===== config.mk =====
export PLATFORM = sky130hd
export DESIGN_NAME = page_region_map_table
export DESIGN_NICKNAME = d
export VERILOG_FILES = /design/src/hdl/prmt_pkg.sv /design/src/hdl/prmt_front.sv /design/src/hdl/prmt_queue.sv /design/src/hdl/prmt_back.sv /design/src/hdl/page_region_map_table.sv
export VERILOG_INCLUDE_DIRS = /design/src /design/src/hdl
export SDC_FILE = /design/constraint.sdc
export NUM_CORES = 2
export LEC_CHECK = 0
export BUFFER_PORTS_ARGS = -buffer_cell sky130_fd_sc_hd__buf_4
export CAP_MARGIN = 20
export CORE_MARGIN = 2
export CORE_UTILIZATION = 55
export DETAILED_ROUTE_END_ITERATION = 6
export GPL_TIMING_DRIVEN = 0
export PLACE_DENSITY = 0.69
export SLEW_MARGIN = 20
export SYNTH_ARGS = -nofsm -noshare
export SYNTH_HDL_FRONTEND = slang
export SYNTH_SLANG_ARGS = --single-unit
export TNS_END_PERCENT = 5

===== constraint.sdc =====
create_clock -name clk -period 17.99 [get_ports clk]
set_input_delay 1.799 -clock clk [delete_from_list [all_inputs] [get_ports clk]]
set_output_delay 1.799 -clock clk [all_outputs]
set_load 0.1 [all_outputs]

===== src/hdl/page_region_map_table_macros.svh =====
// Assertion macros for the region map table top level.
`ifndef PAGE_REGION_MAP_TABLE_MACROS_SVH
`define PAGE_REGION_MAP_TABLE_MACROS_SVH

// Same-cycle implication, checked on every rising edge outside reset.
`define PRMT_ASSERT_NOW(lbl, ante, cons, msg) \
  lbl: assert property (@(posedge clk) disable iff (!rst_n) (ante) |-> (cons)) else $error(msg);

// Next-cycle implication, checked on every rising edge outside reset.
`define PRMT_ASSERT_NEXT(lbl, ante, cons, msg) \
  lbl: assert property (@(posedge clk) disable iff (!rst_n) (ante) |=> (cons)) else $error(msg);

`endif


===== src/hdl/prmt_pkg.sv =====
// Types, constants and codes of the page region map table.
package prmt_pkg;
  localparam int Entries   = 16;
  localparam int IdxW      = $clog2(Entries);
  localparam int CntW      = IdxW + 2;
  localparam int AddrW     = 48;
  localparam int LenW      = 49;
  localparam int ProtW     = 3;
  localparam int PageLog   = 12;
  localparam int PageBytes = 4096;
  localparam int InDataW   = 152;
  localparam int OutDataW  = 112;

  localparam logic [1:0] FN_RECORD = 2'd0;
  localparam logic [1:0] FN_REMOVE = 2'd1;
  localparam logic [1:0] FN_LOOKUP = 2'd2;

  localparam logic [1:0] ST_DONE = 2'd0;
  localparam logic [1:0] ST_FULL = 2'd1;
  localparam logic [1:0] ST_BAD  = 2'd2;

  typedef enum logic [1:0] {CK_IMM, CK_WRITE, CK_LOOK} cmd_kind_t;

  typedef struct packed {
    cmd_kind_t          kind;
    logic [1:0]         status;
    logic               ins;
    logic [AddrW-1:0]   s;
    logic [LenW-1:0]    e;
    logic [AddrW-1:0]   q;
    logic [ProtW-1:0]   rp;
    logic [ProtW-1:0]   cp;
  } cmd_t;
endpackage


===== src/hdl/prmt_front.sv =====
// Front end: accepts input transactions, checks and rounds them into commands.
module prmt_front (
  input  logic                          clk,
  input  logic                          rst_n,
  input  logic                          in_tvalid,
  output logic                          in_tready,
  input  logic [prmt_pkg::InDataW-1:0]  in_tdata,
  input  logic [1:0]                    in_tuser,
  output logic                          push,
  input  logic                          q_full,
  output prmt_pkg::cmd_t                cmd
);
  logic                         front_v_r;
  prmt_pkg::cmd_t               cmd_r;
  prmt_pkg::cmd_t               cmd_nxt;
  logic [prmt_pkg::AddrW-1:0]   s;
  logic [prmt_pkg::LenW-1:0]    len;
  logic [prmt_pkg::LenW:0]      rnd;
  logic [prmt_pkg::LenW:0]      rlen;
  logic [prmt_pkg::LenW:0]      end_w;
  logic                         misal;
  logic                         over;

  assign s     = in_tdata[47:0];
  assign len   = in_tdata[96:48];
  assign rnd   = {1'b0, len} + 50'(prmt_pkg::PageBytes - 1);
  assign rlen  = {rnd[prmt_pkg::LenW:prmt_pkg::PageLog], {prmt_pkg::PageLog{1'b0}}};
  assign end_w = {2'b00, s} + rlen;
  assign misal = s[prmt_pkg::PageLog-1:0] != '0;
  assign over  = end_w > (50'd1 << prmt_pkg::AddrW);

  always_comb begin
    cmd_nxt.kind   = prmt_pkg::CK_IMM;
    cmd_nxt.status = prmt_pkg::ST_DONE;
    cmd_nxt.ins    = in_tuser == prmt_pkg::FN_RECORD;
    cmd_nxt.s      = s;
    cmd_nxt.e      = end_w[prmt_pkg::LenW-1:0];
    cmd_nxt.q      = in_tdata[150:103];
    cmd_nxt.rp     = in_tdata[99:97];
    cmd_nxt.cp     = in_tdata[102:100];
    if (in_tuser == prmt_pkg::FN_LOOKUP) begin
      cmd_nxt.kind = prmt_pkg::CK_LOOK;
    end else if (in_tuser == prmt_pkg::FN_RECORD || in_tuser == prmt_pkg::FN_REMOVE) begin
      priority if (misal) begin
        cmd_nxt.status = prmt_pkg::ST_BAD;
      end else if (rlen == '0) begin
        cmd_nxt.status = prmt_pkg::ST_DONE;
      end else if (over) begin
        cmd_nxt.status = prmt_pkg::ST_BAD;
      end else begin
        cmd_nxt.kind = prmt_pkg::CK_WRITE;
      end
    end else begin
      cmd_nxt.status = prmt_pkg::ST_BAD;
    end
  end

  assign push      = front_v_r && !q_full;
  assign in_tready = !front_v_r || !q_full;
  assign cmd       = cmd_r;

  always_ff @(posedge clk) begin
    if (!rst_n) begin
      front_v_r <= 1'b0;
    end else if (in_tready) begin
      front_v_r <= in_tvalid;
    end
    if (in_tready && in_tvalid) begin
      cmd_r <= cmd_nxt;
    end
  end
endmodule


===== src/hdl/prmt_queue.sv =====
// Two-entry command queue between the front end and the table engine.
module prmt_queue (
  input  logic           clk,
  input  logic           rst_n,
  input  logic           push,
  input  prmt_pkg::cmd_t wr_cmd,
  output logic           full,
  input  logic           pop,
  output logic           rd_valid,
  output prmt_pkg::cmd_t rd_cmd
);
  prmt_pkg::cmd_t mem_r [2];
  logic           wp_r;
  logic           rp_r;
  logic [1:0]     cnt_r;

  assign full     = cnt_r == 2'd2;
  assign rd_valid = cnt_r != 2'd0;
  assign rd_cmd   = mem_r[rp_r];

  always_ff @(posedge clk) begin
    if (!rst_n) begin
      wp_r  <= 1'b0;
      rp_r  <= 1'b0;
      cnt_r <= 2'd0;
    end else begin
      if (push) wp_r <= !wp_r;
      if (pop) rp_r <= !rp_r;
      cnt_r <= cnt_r + 2'(push) - 2'(pop);
    end
    if (push) mem_r[wp_r] <= wr_cmd;
  end
endmodule


===== src/hdl/prmt_back.sv =====
// Table engine: walks the region slots to look up, count and rewrite regions.
module prmt_back (
  input  logic                           clk,
  input  logic                           rst_n,
  input  logic                           q_valid,
  input  prmt_pkg::cmd_t                 q_cmd,
  output logic                           pop,
  output logic                           out_tvalid,
  input  logic                           out_tready,
  output logic [prmt_pkg::OutDataW-1:0]  out_tdata
);
  typedef enum logic [2:0] {S_IDLE, S_COUNT, S_APPLY, S_TAIL, S_INSERT, S_LOOK, S_RESP} state_t;

  state_t                       state_r;
  prmt_pkg::cmd_t               cmd_r;
  logic [prmt_pkg::IdxW-1:0]    idx_r;
  logic [prmt_pkg::CntW-1:0]    cnt_r;
  logic [prmt_pkg::Entries-1:0] valid_r;
  logic [prmt_pkg::AddrW-1:0]   base_r [prmt_pkg::Entries];
  logic [prmt_pkg::LenW-1:0]    len_r  [prmt_pkg::Entries];
  logic [prmt_pkg::ProtW-1:0]   rpr_r  [prmt_pkg::Entries];
  logic [prmt_pkg::ProtW-1:0]   cpr_r  [prmt_pkg::Entries];
  logic                         tail_v_r;
  logic [prmt_pkg::LenW-1:0]    tail_b_r;
  logic [prmt_pkg::LenW-1:0]    tail_l_r;
  logic [prmt_pkg::ProtW-1:0]   tail_rp_r;
  logic [prmt_pkg::ProtW-1:0]   tail_cp_r;
  logic [1:0]                   st_r;
  logic                         hit_r;
  logic [prmt_pkg::AddrW-1:0]   fb_r;
  logic [prmt_pkg::LenW-1:0]    fl_r;
  logic [prmt_pkg::ProtW-1:0]   frp_r;
  logic [prmt_pkg::ProtW-1:0]   fcp_r;

  logic [prmt_pkg::AddrW-1:0]   cb;
  logic [prmt_pkg::LenW-1:0]    cl;
  logic [prmt_pkg::LenW-1:0]    cend;
  logic [prmt_pkg::LenW-1:0]    s49;
  logic                         overl;
  logic                         head;
  logic                         tail;
  logic [1:0]                   pcs;
  logic [prmt_pkg::CntW-1:0]    tot;
  logic [prmt_pkg::AddrW-1:0]   qoff;
  logic                         qhit;
  logic [prmt_pkg::IdxW-1:0]    free_idx;
  logic                         last;

  assign cb    = base_r[idx_r];
  assign cl    = len_r[idx_r];
  assign cend  = {1'b0, cb} + cl;
  assign s49   = {1'b0, cmd_r.s};
  assign overl = !(cend <= s49 || {1'b0, cb} >= cmd_r.e);
  assign head  = {1'b0, cb} < s49;
  assign tail  = cend > cmd_r.e;
  assign last  = idx_r == prmt_pkg::IdxW'(prmt_pkg::Entries - 1);
  assign qoff  = cmd_r.q - cb;
  assign qhit  = valid_r[idx_r] && cmd_r.q >= cb && {1'b0, qoff} < cl;

  always_comb begin
    pcs = 2'd0;
    if (valid_r[idx_r]) begin
      pcs = overl ? 2'(head) + 2'(tail) : 2'd1;
    end
    tot = cnt_r + prmt_pkg::CntW'(pcs) + prmt_pkg::CntW'(cmd_r.ins);
  end

  // Lowest free slot; the count pass guarantees one exists when it is used.
  always_comb begin
    free_idx = '0;
    for (int i = prmt_pkg::Entries - 1; i >= 0; i--) begin
      if (!valid_r[i]) free_idx = prmt_pkg::IdxW'(i);
    end
  end

  assign pop        = state_r == S_IDLE && q_valid;
  assign out_tvalid = state_r == S_RESP;
  assign out_tdata  = {6'd0, fcp_r, frp_r, fl_r, fb_r, hit_r, st_r};

  always_ff @(posedge clk) begin
    if (!rst_n) begin
      state_r <= S_IDLE;
      valid_r <= '0;
    end else begin
      unique case (state_r)
        S_IDLE: begin
          if (q_valid) begin
            cmd_r    <= q_cmd;
            idx_r    <= '0;
            cnt_r    <= '0;
            tail_v_r <= 1'b0;
            st_r     <= q_cmd.status;
            hit_r    <= 1'b0;
            fb_r     <= '0;
            fl_r     <= '0;
            frp_r    <= '0;
            fcp_r    <= '0;
            unique case (q_cmd.kind)
              prmt_pkg::CK_IMM:   state_r <= S_RESP;
              prmt_pkg::CK_WRITE: state_r <= S_COUNT;
              prmt_pkg::CK_LOOK:  state_r <= S_LOOK;
              default:            state_r <= S_RESP;
            endcase
          end
        end
        S_COUNT: begin
          cnt_r <= cnt_r + prmt_pkg::CntW'(pcs);
          idx_r <= idx_r + prmt_pkg::IdxW'(1);
          if (last) begin
            if (tot > prmt_pkg::CntW'(prmt_pkg::Entries)) begin
              st_r    <= prmt_pkg::ST_FULL;
              state_r <= S_RESP;
            end else begin
              state_r <= S_APPLY;
            end
          end
        end
        S_APPLY: begin
          if (valid_r[idx_r] && overl) begin
            if (head) begin
              len_r[idx_r] <= s49 - {1'b0, cb};
              if (tail) begin
                // A region that strictly contains the new one keeps its head
                // in place; the tail is parked and written after the pass.
                tail_v_r  <= 1'b1;
                tail_b_r  <= cmd_r.e;
                tail_l_r  <= cend - cmd_r.e;
                tail_rp_r <= rpr_r[idx_r];
                tail_cp_r <= cpr_r[idx_r];
              end
            end else if (tail) begin
              base_r[idx_r] <= cmd_r.e[prmt_pkg::AddrW-1:0];
              len_r[idx_r]  <= cend - cmd_r.e;
            end else begin
              valid_r[idx_r] <= 1'b0;
            end
          end
          idx_r <= idx_r + prmt_pkg::IdxW'(1);
          if (last) state_r <= S_TAIL;
        end
        S_TAIL: begin
          if (tail_v_r) begin
            valid_r[free_idx] <= 1'b1;
            base_r[free_idx]  <= tail_b_r[prmt_pkg::AddrW-1:0];
            len_r[free_idx]   <= tail_l_r;
            rpr_r[free_idx]   <= tail_rp_r;
            cpr_r[free_idx]   <= tail_cp_r;
          end
          state_r <= S_INSERT;
        end
        S_INSERT: begin
          if (cmd_r.ins) begin
            valid_r[free_idx] <= 1'b1;
            base_r[free_idx]  <= cmd_r.s;
            len_r[free_idx]   <= cmd_r.e - s49;
            rpr_r[free_idx]   <= cmd_r.rp;
            cpr_r[free_idx]   <= cmd_r.cp;
          end
          state_r <= S_RESP;
        end
        S_LOOK: begin
          idx_r <= idx_r + prmt_pkg::IdxW'(1);
          if (qhit) begin
            hit_r   <= 1'b1;
            fb_r    <= cb;
            fl_r    <= cl;
            frp_r   <= rpr_r[idx_r];
            fcp_r   <= cpr_r[idx_r];
            state_r <= S_RESP;
          end else if (last) begin
            state_r <= S_RESP;
          end
        end
        S_RESP: begin
          if (out_tready) state_r <= S_IDLE;
        end
        default: state_r <= S_IDLE;
      endcase
    end
  end
endmodule


===== src/hdl/page_region_map_table.sv =====
// Top level of the page region map table.
// The block keeps up to 16 non-overlapping page-aligned regions (4 KiB pages).
// Input channel in_*: in_tuser carries the function (record, remove, look up),
// in_tdata the region start, length, both protections and the query address.
// Each input transaction gives exactly one result transaction on out_*.
// A transaction is checked and rounded in the front stage, then waits in a
// two-entry queue until the table engine takes it.
// The engine visits one slot per clock. A lookup walks the slots in the engine,
// stopping at the hit; a record or remove makes a counting pass over all slots,
// then, unless the table would overflow, a rewrite pass and the placing of a
// split tail and the new region. Rejected or zero-length requests pass straight
// to the result register. The engine takes one transaction at a time and pops
// the next only after its result has been accepted.
// Reset empties the table and the queue; no clearing pass is needed.
// While the receiver stalls, the result holds and the front keeps accepting
// until the queue and the front stage are full.
`include "page_region_map_table_macros.svh"
module page_region_map_table (
  input  logic                          clk,
  input  logic                          rst_n,
  input  logic                          in_tvalid,
  output logic                          in_tready,
  // start[47:0], length[96:48], prot_req[99:97], prot_cur[102:100], query[150:103]
  input  logic [prmt_pkg::InDataW-1:0]  in_tdata,
  // func[1:0]
  input  logic [1:0]                    in_tuser,
  output logic                          out_tvalid,
  input  logic                          out_tready,
  // status[1:0], hit[2], base[50:3], length[99:51], prot_req[102:100], prot_cur[105:103]
  output logic [prmt_pkg::OutDataW-1:0] out_tdata
);
  prmt_pkg::cmd_t f_cmd;
  prmt_pkg::cmd_t q_cmd;
  logic           push;
  logic           q_full;
  logic           pop;
  logic           q_valid;

  prmt_front u_front (
    .clk, .rst_n, .in_tvalid, .in_tready, .in_tdata, .in_tuser,
    .push, .q_full, .cmd(f_cmd)
  );

  prmt_queue u_queue (
    .clk, .rst_n, .push, .wr_cmd(f_cmd), .full(q_full),
    .pop, .rd_valid(q_valid), .rd_cmd(q_cmd)
  );

  prmt_back u_back (
    .clk, .rst_n, .q_valid, .q_cmd, .pop, .out_tvalid, .out_tready, .out_tdata
  );

  `PRMT_ASSERT_NOW(a_status_code, out_tvalid, out_tdata[1:0] != 2'd3, "status code out of range")
  `PRMT_ASSERT_NOW(a_hit_done, out_tvalid && out_tdata[2], out_tdata[1:0] == prmt_pkg::ST_DONE, "hit with failing status")
  `PRMT_ASSERT_NOW(a_miss_zero, out_tvalid && !out_tdata[2], out_tdata[99:3] == '0, "miss with nonzero region")
  `PRMT_ASSERT_NEXT(a_no_overrun, q_full && !pop, q_full, "queue lost an entry")
endmodule


# After elaboration in Yosys (flattened, before gate mapping)
# Memory sizes are Yosys's and may differ from the RTL's. A register that Yosys moved wholly into a read port is not among the register bits.
# Index checks and enable logic that the tools add are counted.
word_totals:
  reg_bits: 552
  mem_bits_rw: 1960
  in_bits: 158
  mem_count: 5
memory_table:
  columns: ["memory", "depth", "word_bits", "read_ports", "rd_clocked_by_memory_dff", "wr", "line", "source"]
  rows:
  - ["u_back.len_r", 16, 49, 1, 1, 1, "prmt_back.sv:20", "logic [prmt_pkg::LenW-1:0] len_r [prmt_pkg::Entries];"]
  - ["u_back.base_r", 16, 48, 1, 1, 1, "prmt_back.sv:19", "logic [prmt_pkg::AddrW-1:0] base_r [prmt_pkg::Entries];"]
  - ["u_queue.mem_r", 2, 156, 1, 1, 1, "prmt_queue.sv:12", "prmt_pkg::cmd_t mem_r [2];"]
  - ["u_back.cpr_r", 16, 3, 1, 1, 1, "prmt_back.sv:22", "logic [prmt_pkg::ProtW-1:0] cpr_r [prmt_pkg::Entries];"]
  - ["u_back.rpr_r", 16, 3, 1, 1, 1, "prmt_back.sv:21", "logic [prmt_pkg::ProtW-1:0] rpr_r [prmt_pkg::Entries];"]
op_classes:
  add_sub_neg: 13
  order_cmp: 12
  n_eq_ne: 26
  muxes: 111
  bitwise: 9
  reduce_logical: 39
op_table:
  columns: ["op", "n"]
  rows:
  - ["$mux W49", 5]
  - ["$mux W48", 4]
  - ["$pmux W49 S2", 1]
  - ["$pmux W48 S2", 1]
  - ["$mux W4", 23]
  - ["$mux W16", 5]
  - ["$add A48 B50 Y50", 1]
  - ["$add A49 B12 Y50 const B", 1]
  - ["$gt A50 B49 Y1 const B", 1]
  - ["$logic_not A50 Y1", 1]
  - ["$add A48 B49 Y49", 1]
  - ["$ge A48 B49 Y1", 1]
  - ["$gt A49 B49 Y1", 1]
  - ["$le A49 B48 Y1", 1]
  - ["$lt A48 B49 Y1", 1]
  - ["$reduce_or A49 Y1", 1]
  - ["$sub A48 B48 Y49", 1]
  - ["$sub A49 B48 Y49", 1]
  - ["$sub A49 B49 Y49", 1]
  - ["$ge A48 B48 Y1", 1]
  - ["$lt A48 B48 Y1", 1]
  - ["$pmux W16 S3", 1]
  - ["$reduce_or A48 Y1", 1]
  - ["$sub A48 B48 Y48", 1]
  - ["49 further kinds", 153]

# Logic depth before layout (Yosys ltp)
logic_depth:
  word_depth: 23
  ltp_mapped: 46
  ltp_nobuf: 41

# By module
# A second synthesis with hierarchy kept.
unflattened:
  cells_unflattened: 7084
  hier_area_um2: 113886.7
modules_own_cells:
  columns: ["mod", "instances", "cells_each", "area_each_um2", "seq_area_each_um2"]
  rows:
  - ["prmt_back", 1, 5883, 94349.2, 61118.6]
  - ["prmt_queue", 1, 506, 11538.6, 9469.1]
  - ["prmt_front", 1, 695, 7998.9, 4314.1]

# Worst setup path before layout
# OpenSTA, ideal clock, no wires.
synth_timing:
  kind: "input to register"
  start: "input port rst_n"
  end: "register u_back.tail_v_r (enable)"
  setup_time_ps: 354
  t_arrival_ps: 16078
  path_slack_ps: 1558
  cell_stages: 3
  cell_sequence: "clkinv_1 nor4_1 or2_1"
synth_between:
  elab_chain_cells: 1
synth_rtl:
  columns: ["element", "line", "source"]
  rows:
  - ["start, declared", "page_region_map_table.sv:20", "input logic rst_n,"]
  - ["$reduce_and A6 Y1 (no source line)", null, null]
  - ["end signal, assigned", "prmt_back.sv:91", "tail_v_r <= 1'b0;"]
  - ["end signal, assigned", "prmt_back.sv:125", "tail_v_r <= 1'b1;"]
  - ["end, declared", "prmt_back.sv:23", "logic tail_v_r;"]
# No other way between the ends.
# A chain may end at the register's enable or synchronous reset.

==> results.yml <==
run_status:
  status: "finished, final reports clean"
cells_and_area:
  final_cells: 10400
  syn2layout_area_growth_pct: 15.9
  drive_gt1_frac: 0.232
  fin_nets: 8096
  nFillCells: 14000
route:
  drc: 0
  via_per_inst: 6.48
  wl_um: 347000
  wl_per_cell_um: 33.3
  dr.pass1.iters: 6
  drtAntennaViolNets: 0
  vias: 67300
  dr.first_iter.drc_count: 8516
yosys:
  seq_area_frac_synth: 0.669
  netlist_top_cells_count: "edfxtp_1, mux4_2, ha_1"
  ys_types: 92
  synthArstFlopShare: 0
  yosysTopAreaCell: "edfxtp_1"
  synth_top_area_frac: 0.664
  syn_area_per_cell_um2: 16.4
  synth_flop_cell: "edfxtp_1"
  synth.cell_area_mm2: 0.110
  ys_warn_count: 0
  ys_ff_latch: 2466
  ys_top_cells_by_area: "edfxtp_1, mux4_2, ha_1, mux2_2, xnor2_1"
  syn_inst: 6705
  synth_edf_count: 2437
  yosysMostFrequentCell: "edfxtp_1"
global_route:
  grt_first_pass_wirelength_um: 484000
  grt_max_degree: 52
  antenna_found_initial: 10
  grtUsageTotal: 0.339
  grt_pass1_vias: 66500
  gr-total-overflow: 0
floorplanning:
  die_area_mm2: 0.204
  num_rows: 164
  io_pins: 272
  fp.dieW_um: 452
  core-area_mm2: 0.199
  die_h_um: 452
  start_util: 0.553
clock_tree:
  postCtsSetupBuffers: 0
  cts_num_sinks: 2466
  cts_tree: "done"
  cts.clk_slew.worst_paths_ps: 70
  cts_resized: 0
  cts_hold_buf: 0
  htree_levels: 4
  clock_path_buffers: 3
  cts_buffers: 236
  clk_latency_ps: 930
  root_buffer: "clkbuf_16"
critical_path:
  rrSetupSlack_ps: 2400
  path_class: "flip-flop to flip-flop"
  worstPathMaxFanout: 10
  r2r-end: "u_back.st_r[0]"
  worst_path_most_repeated_cell: "ha_1"
  r2r_cells: 40
  cpPeakStageDelay_ps: 920
  critPathCaptureType: "flip-flop"
  crit_slowest_cell: "clkbuf_1"
  setup.worst_path.start_class: "flip-flop"
  required_ps: 18540
  crit_arrival_ps: 16130
sta:
  setup-violations-final: 0
  clock_skew_ps: 79.5
  worstMarginPinSlew_ps: 1310
  max_freq_ghz: 0.0642
  hold_viol: 0
  min_period_ps: 15590
  maxSlewHeadroom: 0.129
  slew_viol_final: 0
  period_share: 0.866
  rsz0062_at_grt: "no"
job:
  maxCapViolCount: 0
placed_design:
  globalplace.congestion: 1.04
  dp.cells: 9933
  hpwl_um: 260000
  numPortBuffers: 262
worst_hold_path:
  whs_endpoint: "u_queue.mem_r[0][3]"
  whs_path_depth: 0
  worstHoldPathType: "flip-flop to flip-flop"
  min_from: "u_front.cmd[3]"
worst max-delay path, delay by kind of cell (launching register included):
kind            cells  cell delay, ps
mux                 3            2050
fa+ha+maj           5            1850
simple gates        5            1590
buf+inv             6            2930
flops               1             460
xor+xnor            1             350
compound gates     20            5960
cells in the final DEF, fill, tap and decap left out, types with 72 or more instances in the layout:
cell type  instances
edfxtp_1        2437
xor2_1           109
a21oi_1          299
ha_1             410
buf_4            420
inv_1            274
mux4_2           519
nand4_1           72
clkbuf_16        237
nand2_1          284
a21o_1           169
nor2_1           331
clkbuf_1         211
nand3_1           98
xnor2_1          172
mux2_2           147
o21ai_0          172
kinds of logic (layout without fill, tap and decap cells):
kind of cell	Yosys count	in the layout	share of synthesized area
DFF	2466	2466	0.669
AOI/OAI and AO/OA	1194	1194	0.0710
and+or+nand+nor	1139	1139	0.0493
muxes	678	678	0.122
buffers and inverters	530	1545	0.0184
adders and majority gates	416	416	0.0476
xor gates and xnor gates	281	281	0.0223
other	1	18	0.0000340
registers in the layout, indices dropped and copies added, names as in the netlist, 2 cells and up, named ones only:
| name | count |
|---|---|
| u_queue.cnt_r | 2 |
| u_back.len_r | 784 |
| u_back.valid_r | 16 |
| u_queue.mem_r | 286 |
| u_back.frp_r | 3 |
| u_back.fcp_r | 3 |
| u_back.cnt_r | 6 |
| u_back.fb_r | 48 |
| u_back.idx_r | 4 |
| u_back.cmd_r | 140 |
| u_back.tail_l_r | 49 |
| u_back.rpr_r | 48 |
| u_back.base_r | 768 |
| u_front.cmd | 143 |
| u_back.tail_rp_r | 3 |
| u_back.cpr_r | 48 |
| u_back.st_r | 2 |
| u_back.state_r | 3 |
| u_back.tail_b_r | 48 |
| u_back.fl_r | 49 |
| u_back.tail_cp_r | 3 |
worst max path at each step:
stage / start / endpoint / slack (ps) / cells past startpoint
3_5_place_dp: flip-flop / u_back.st_r[1] / 2830 / 40
3_3_place_gp: rst_n / u_back.tail_v_r / -6260 / 4
5_1_grt: flip-flop / u_back.st_r[0] / 1960 / 40
4_1_cts: flip-flop / u_back.st_r[0] / 2730 / 40
2_1_floorplan: rst_n / u_back.tail_v_r / 1560 / 3
6_report: flip-flop / u_back.st_r[0] / 2400 / 40
cell type report:
| class | instances | area (µm²) | share of cell area |
|---|---|---|---|
| sequential | 2466 | 73800 | 0.577 |
| multi-input combinational | 3714 | 35100 | 0.275 |
| clock buffer | 272 | 6060 | 0.0474 |
| timing repair buffer | 574 | 5660 | 0.0443 |
| tap | 2656 | 3320 | 0.0260 |
| clock inverter | 169 | 1780 | 0.0139 |
| buffer | 253 | 1040 | 0.00814 |
| inverter | 277 | 1040 | 0.00814 |
| antenna | 12 | 30.0 | 0.000235 |
through the flow:
step / hold WS, ps / TNS (ps) / cell area (µm²) / utilization / setup slack (ps)
finish: 428 / 0 / 128000 / 0.641 / 2400
global placement: 423 / -4242790 / 116000 / 0.579 / -6260
floorplan: 421 / 0 / 110000 / - / 1560
CTS: 430 / 0 / 128000 / 0.640 / 2730
detailed placement: 429 / 0 / 120000 / 0.601 / 2830
global route: 446 / 0 / 128000 / 0.641 / 1960
per-layer routing:
| metal | global-route usage | part of all wire | up-vias | wire length (µm) |
|---|---|---|---|---|
| met5 | 0.00676 | 0.00056 | - | 193 |
| met4 | 0.203 | 0.070 | 2 | 24100 |
| met3 | 0.0553 | 0.078 | 795 | 26900 |
| met2 | 0.546 | 0.48 | 3499 | 166000 |
| met1 | 0.435 | 0.37 | 34600 | 129000 |
| li1 | - | - | 28400 | - |
Power is not shown: default switching activity piles up to over one toggle a cycle in this logic, so the estimate is an artifact.
